## config.mk

```make
export PLATFORM = sky130hd
export DESIGN_NAME = sip_queue
export DESIGN_NICKNAME = d
export VERILOG_FILES = /design/src/sip_pkg.sv /design/src/sip_queue.sv
export SDC_FILE = /design/constraint.sdc
export NUM_CORES = 1
export LEC_CHECK = 0
export BUFFER_PORTS_ARGS = -buffer_cell sky130_fd_sc_hd__buf_2
export CAP_MARGIN = 30
export CELL_PAD_IN_SITES_DETAIL_PLACEMENT = 1
export CELL_PAD_IN_SITES_GLOBAL_PLACEMENT = 1
export CORE_ASPECT_RATIO = 0.7
export CORE_UTILIZATION = 46
export DETAILED_ROUTE_END_ITERATION = 10
export PLACE_DENSITY = 0.72
export SLEW_MARGIN = 20
export SYNTH_ARGS = -nofsm -noshare
export SYNTH_HDL_FRONTEND = slang
export SYNTH_SLANG_ARGS = --single-unit
```

## constraint.sdc

```tcl
create_clock -name clk -period 16.3 [get_ports clk]
set_input_delay 4.89 -clock clk [delete_from_list [all_inputs] [get_ports clk]]
set_output_delay 4.89 -clock clk [all_outputs]
set_load 0.02 [all_outputs]
```

## src/sip_pkg.sv

```systemverilog
package sip_pkg;

  localparam int COORD_W = 32;
  localparam int DIFF_W  = COORD_W + 1;
  localparam int PROD_W  = 64;
  localparam int Q_DEPTH = 4;
  localparam int Q_AW    = 2;

  // what travels with an item besides the division operands
  typedef struct packed {
    logic signed [COORD_W-1:0] base_ax;
    logic signed [COORD_W-1:0] base_az;
    logic signed [COORD_W-1:0] base_bx;
    logic signed [COORD_W-1:0] base_bz;
    logic signed [DIFF_W-1:0]  d_ax;
    logic signed [DIFF_W-1:0]  d_az;
    logic signed [DIFF_W-1:0]  d_bx;
    logic signed [DIFF_W-1:0]  d_bz;
  } carry_t;

  // classified item handed from front to back
  typedef struct packed {
    logic              hit;
    logic [PROD_W-1:0] dm;
    logic [PROD_W-1:0] n1m;
    logic [PROD_W-1:0] n2m;
    carry_t            c;
  } item_t;

endpackage

```

## src/sip_queue.sv

```systemverilog
module sip_queue
  import sip_pkg::*;
(
  input  logic  clk,
  input  logic  rst_n,
  input  logic  push,
  input  item_t push_item,
  output logic  full,
  input  logic  pop,
  output logic  not_empty,
  output item_t pop_item
);

  item_t           mem_r [Q_DEPTH];
  logic [Q_AW-1:0] wr_ptr_r, rd_ptr_r;
  logic [Q_AW:0]   cnt_r;
  logic            do_pop;

  assign full      = (cnt_r == (Q_AW+1)'(Q_DEPTH));
  assign not_empty = (cnt_r != '0);
  assign do_pop    = pop && not_empty;
  assign pop_item  = mem_r[rd_ptr_r];

  // storage
  always_ff @(posedge clk) begin
    if (push) begin
      mem_r[wr_ptr_r] <= push_item;
    end
  end

  // pointers and fill count
  always_ff @(posedge clk) begin
    if (!rst_n) begin
      wr_ptr_r <= '0;
      rd_ptr_r <= '0;
      cnt_r    <= '0;
    end else begin
      if (push) begin
        wr_ptr_r <= wr_ptr_r + 1'b1;
      end
      if (do_pop) begin
        rd_ptr_r <= rd_ptr_r + 1'b1;
      end
      if (push && !do_pop) begin
        cnt_r <= cnt_r + 1'b1;
      end else if (!push && do_pop) begin
        cnt_r <= cnt_r - 1'b1;
      end
    end
  end

`ifndef SYNTHESIS
  a_no_overflow: assert property (@(posedge clk) disable iff (!rst_n)
    full |-> !push)
    else $error("queue written while full");
  a_cnt_bound: assert property (@(posedge clk) disable iff (!rst_n)
    cnt_r <= (Q_AW+1)'(Q_DEPTH))
    else $error("queue count out of range");
`endif

endmodule

```

# Word-level counts from Yosys, hierarchy flattened

Memories as Yosys holds them, arrays and structs flattened. A register that Yosys moved wholly into a read port is not among the register bits.
Index checks and enable logic that the tools add are counted.

Bits in registers: 7
Bits in latches: 0
Memory bits (writable): 1,812
Memory bits (read-only): 0
Input port bits: 457
Output and inout port bits: 455
Word-level logic and storage cells: 22
Memories kept: 1

Memory list:

| memory | words | width | rd ports | clocked after memory_dff | wr ports | line            | RTL |
|---|---|---|---|---|---|---|---|
| mem_r  | 4     | 453   | 1        | 1                        | 1        | sip_queue.sv:14 | `item_t mem_r [Q_DEPTH];` |

Add/sub/neg operators: 4
Multipliers: 0
Divide/modulo/power cells: 0
$lt $le $gt $ge: 0
Equal/unequal tests: 1
Shifts and indexed selects: 0
Mux-type cells: 6
Bitwise operators: 0
Reduce and logical (&&, ||, !) cells: 7

Operator list:

| kind                                              | number |
|---|---|
| two-way mux 3 bit                                 | 2 |
| adder 2 x 1 -> 2 bit (second input constant)      | 2 |
| two-way mux 2 bit                                 | 2 |
| adder 3 x 1 -> 3 bit (second input constant)      | 1 |
| equality test 3 bit (second input constant)       | 1 |
| logical AND 1 bit                                 | 3 |
| nonzero test 3 bit                                | 1 |
| subtractor 3 x 1 -> 3 bit (second input constant) | 1 |
| logical NOT 1 bit                                 | 2 |
| two-way mux 1 bit                                 | 2 |
| nonzero test 2 bit                                | 1 |

# Longest topological paths before layout

Word-level depth: 5
Depth in mapped cells: 7
Depth with buffers taken out: 7

# Worst setup path before layout

Ideal clock, no wire load.

Path kind: input port to flip-flop
Start: input push
End: memory mem_r[0][0] (netlist name), enable pin
Library setup time: 0.874 ns
Arrival time: 15.066 ns
Required time: 15.426 ns
Setup slack: 0.360 ns
Cell stages on the path: 1
Buffers on the path: 0
Path through: and2_1

Word-level cells in the longest chain between the ends: 2

RTL lines:

| what                                    | line            | RTL |
|---|---|---|
| start: declaration                      | sip_queue.sv:6  | `input logic push,` |
| two-way mux 1 bit                       | sip_queue.sv:26 | `if (push) begin` |
| two-way mux 1 bit (implied by the code) | sip_queue.sv:27 | `mem_r[wr_ptr_r] <= push_item;` |
| end: declaration                        | sip_queue.sv:14 |  |

No other way between the ends.

==> results.yml <==
logic_synthesis:
  synth_nets: 2872
  synth.ff_latch_count: 1821
  yosysWarnings: 0
  synthCells: 2409
  synth_ff_type: "edfxtp_1"
  async_reset_ff_share_pct: 0
  synth_edf_count: 1812
  yosysSeqAreaShare_pct: 83.1
  synthDistinctLibCells: 22
  syn_avg_cell_area_um2: 27.3
  syn_area_um2: 65700
timing:
  finalHoldViolCount: 0
  worst_pin_slew_ps: 1380
  fin_crit_sh_pct: 54.7
  period_minus_slack_ps: 8920
  whs_ps: 559
  tns_ps: 0
  skew_ps: 31.8
  drv_slew: 0
  rsz0062_at_grt: "false"
  setup_viol: 0
  timing.fmax_mhz: 112
  slew_headroom_pct: 7.74
pwr:
  ir_drop_mv: 0.111
  power_density_nw_per_um2: 156
  p_leak_nw: 25.6
place:
  gp_congestion: 0.768
  hpwl_um: 97100
  place_inst: 5123
  place_area_um2: 72400
  port_buffers: 911
finish:
  final_util_pct: 55.2
  final_cell_area_um2: 77900
  synthToLayoutAreaGrowth_pct: 18.5
  multi_input_area_um2: 10500
  layoutNonFillerInstCount: 5464
  drive_gt1_share_pct: 45.9
  layout_common_cells: "edfxtp_1, buf_2, mux4_2"
  nets: 3888
  layout_commonest_cell: "edfxtp_1"
  fillCellCount: 12100
  seqCellArea_um2: 54600
die:
  io_pins: 912
  die_w_um: 454
  core-area_um2: 141000
  die_h_um: 318
  die-area_um2: 144000
  core.rowCount: 115
  start_util_pct: 46.6
clocking:
  clk_pin_slew_worst_paths_ps: 60
  h-tree-depth: 4
  cts.sinks: 1821
  cts_setup_buffers: 0
  cts-resized-gates: 0
  cts_hold_buf: 0
  root_buffer: "clkbuf_16"
  clk_path_buf_depth: 3
  cts_buffers: 169
  cts_tree: "yes"
  clk_latency_ps: 790
setup_path:
  critPathMaxFanout: 107
  crit_required_ps: 11410
  critPathKind: "reg -> out"
  critPathLaunchType: "register"
  cp.arrival_ps: 4030
  crit_path_end_kind: "output port"
job:
  cap_violations: 0
drt:
  drc: 0
  viasPerCell: 5.46
  ant_nets: 0
  wl_per_cell_um: 27.9
  vias: 29800
  drtPass1Iterations: 5
  initialDrtViolationCount: 2254
  drt-total-wl_um: 153000
grt:
  first_global_vias: 32400
  grt_pass1_wl_um: 220000
  grt_max_degree: 162
  antenna_found_initial: 68
  grt_usage_pct: 21.0
  grt-ovfl-total: 0
worst_hold_path:
  hp-class: "reg -> reg"
run_status:
  status: "finished clean"
synth_stat cells (all sizes together), types with 3 or more instances:
cell	count	share of area, %
edfxtp	1812	83
mux4	453	16
buf	88	0.90
clkbuf	13	0.074
and2	9	0.086
dfxtp	9	0.27
ha	5	0.095
inv	3	0.017
xnor2	3	0.040
final timing paths:
path / from / to / slack (ps) / cells after the start
setup / recovery: register / pop_item[283] / 7380 / 4
setup reg to reg: wr_ptr_r[0] / mem_r[3][22] / 12220 / 5
hold / removal: cnt_r[2] / cnt_r[2] / 560 / 2
hold reg to reg: cnt_r[2] / cnt_r[2] / 560 / 2
power breakdown:
group | internal, mW | total, mW | switching, mW
Combinational | 1.17 | 2.86 | 1.70
Clock | 2.12 | 3.80 | 1.69
Sequential | 5.39 | 5.48 | 0.0869
Total | 8.68 | 12.1 | 3.47
metal layers:
metal / part of all wire, % / vias up / GRT usage (%) / routed length [um]
li1: - / 12600 / - / -
met1: 37 / 15900 / 24.6 / 56100
met2: 52 / 956 / 36.2 / 80000
met3: 7.0 / 310 / 6.30 / 10600
met4: 3.6 / 52 / 8.15 / 5430
met5: 0.22 / - / 0 / 343
through the flow:
step           setup WS (ps)  power, mW
2_1_floorplan            360       7.63
3_3_place_gp            7700       8.44
3_5_place_dp            7630       8.49
4_1_cts                 7170       12.3
5_1_grt                 7010       12.6
6_report                7380       12.1
critical path, stage by stage (launching register included):
cell     delay [ps]
dfxtp_4         760
buf_4           710
buf_12          610
mux4_2          620
buf_2           190
area by class of cell:
type	count	share of cell area [%]
Sequential cell	1821	70.1
Multi-Input combinational cell	484	13.5
Timing Repair Buffer	946	6.51
Clock buffer	206	5.69
Tap cell	1872	3.01
Clock inverter	97	1.11
Antenna cell	35	0.112
Inverter	3	0.0145
flip-flops by register name, summed over array words and instances, names as in the netlist, named ones only:
signal,flops
mem_r,1812
cnt_r,3
rd_ptr_r,2
wr_ptr_r,2
logic make-up after synthesis:
logic type / after synthesis / synth area share [%]
buffers and inverters: 104 / 0.988
AO/OA/AOI/OAI: 4 / 0.0438
adder cells (fa/ha/maj): 6 / 0.126
flip-flops: 1821 / 83.1
AND/OR/NAND/NOR: 14 / 0.135
XOR/XNOR: 5 / 0.0667
multiplexers: 455 / 15.6
Note: power is estimated with default switching activity, not from simulation.
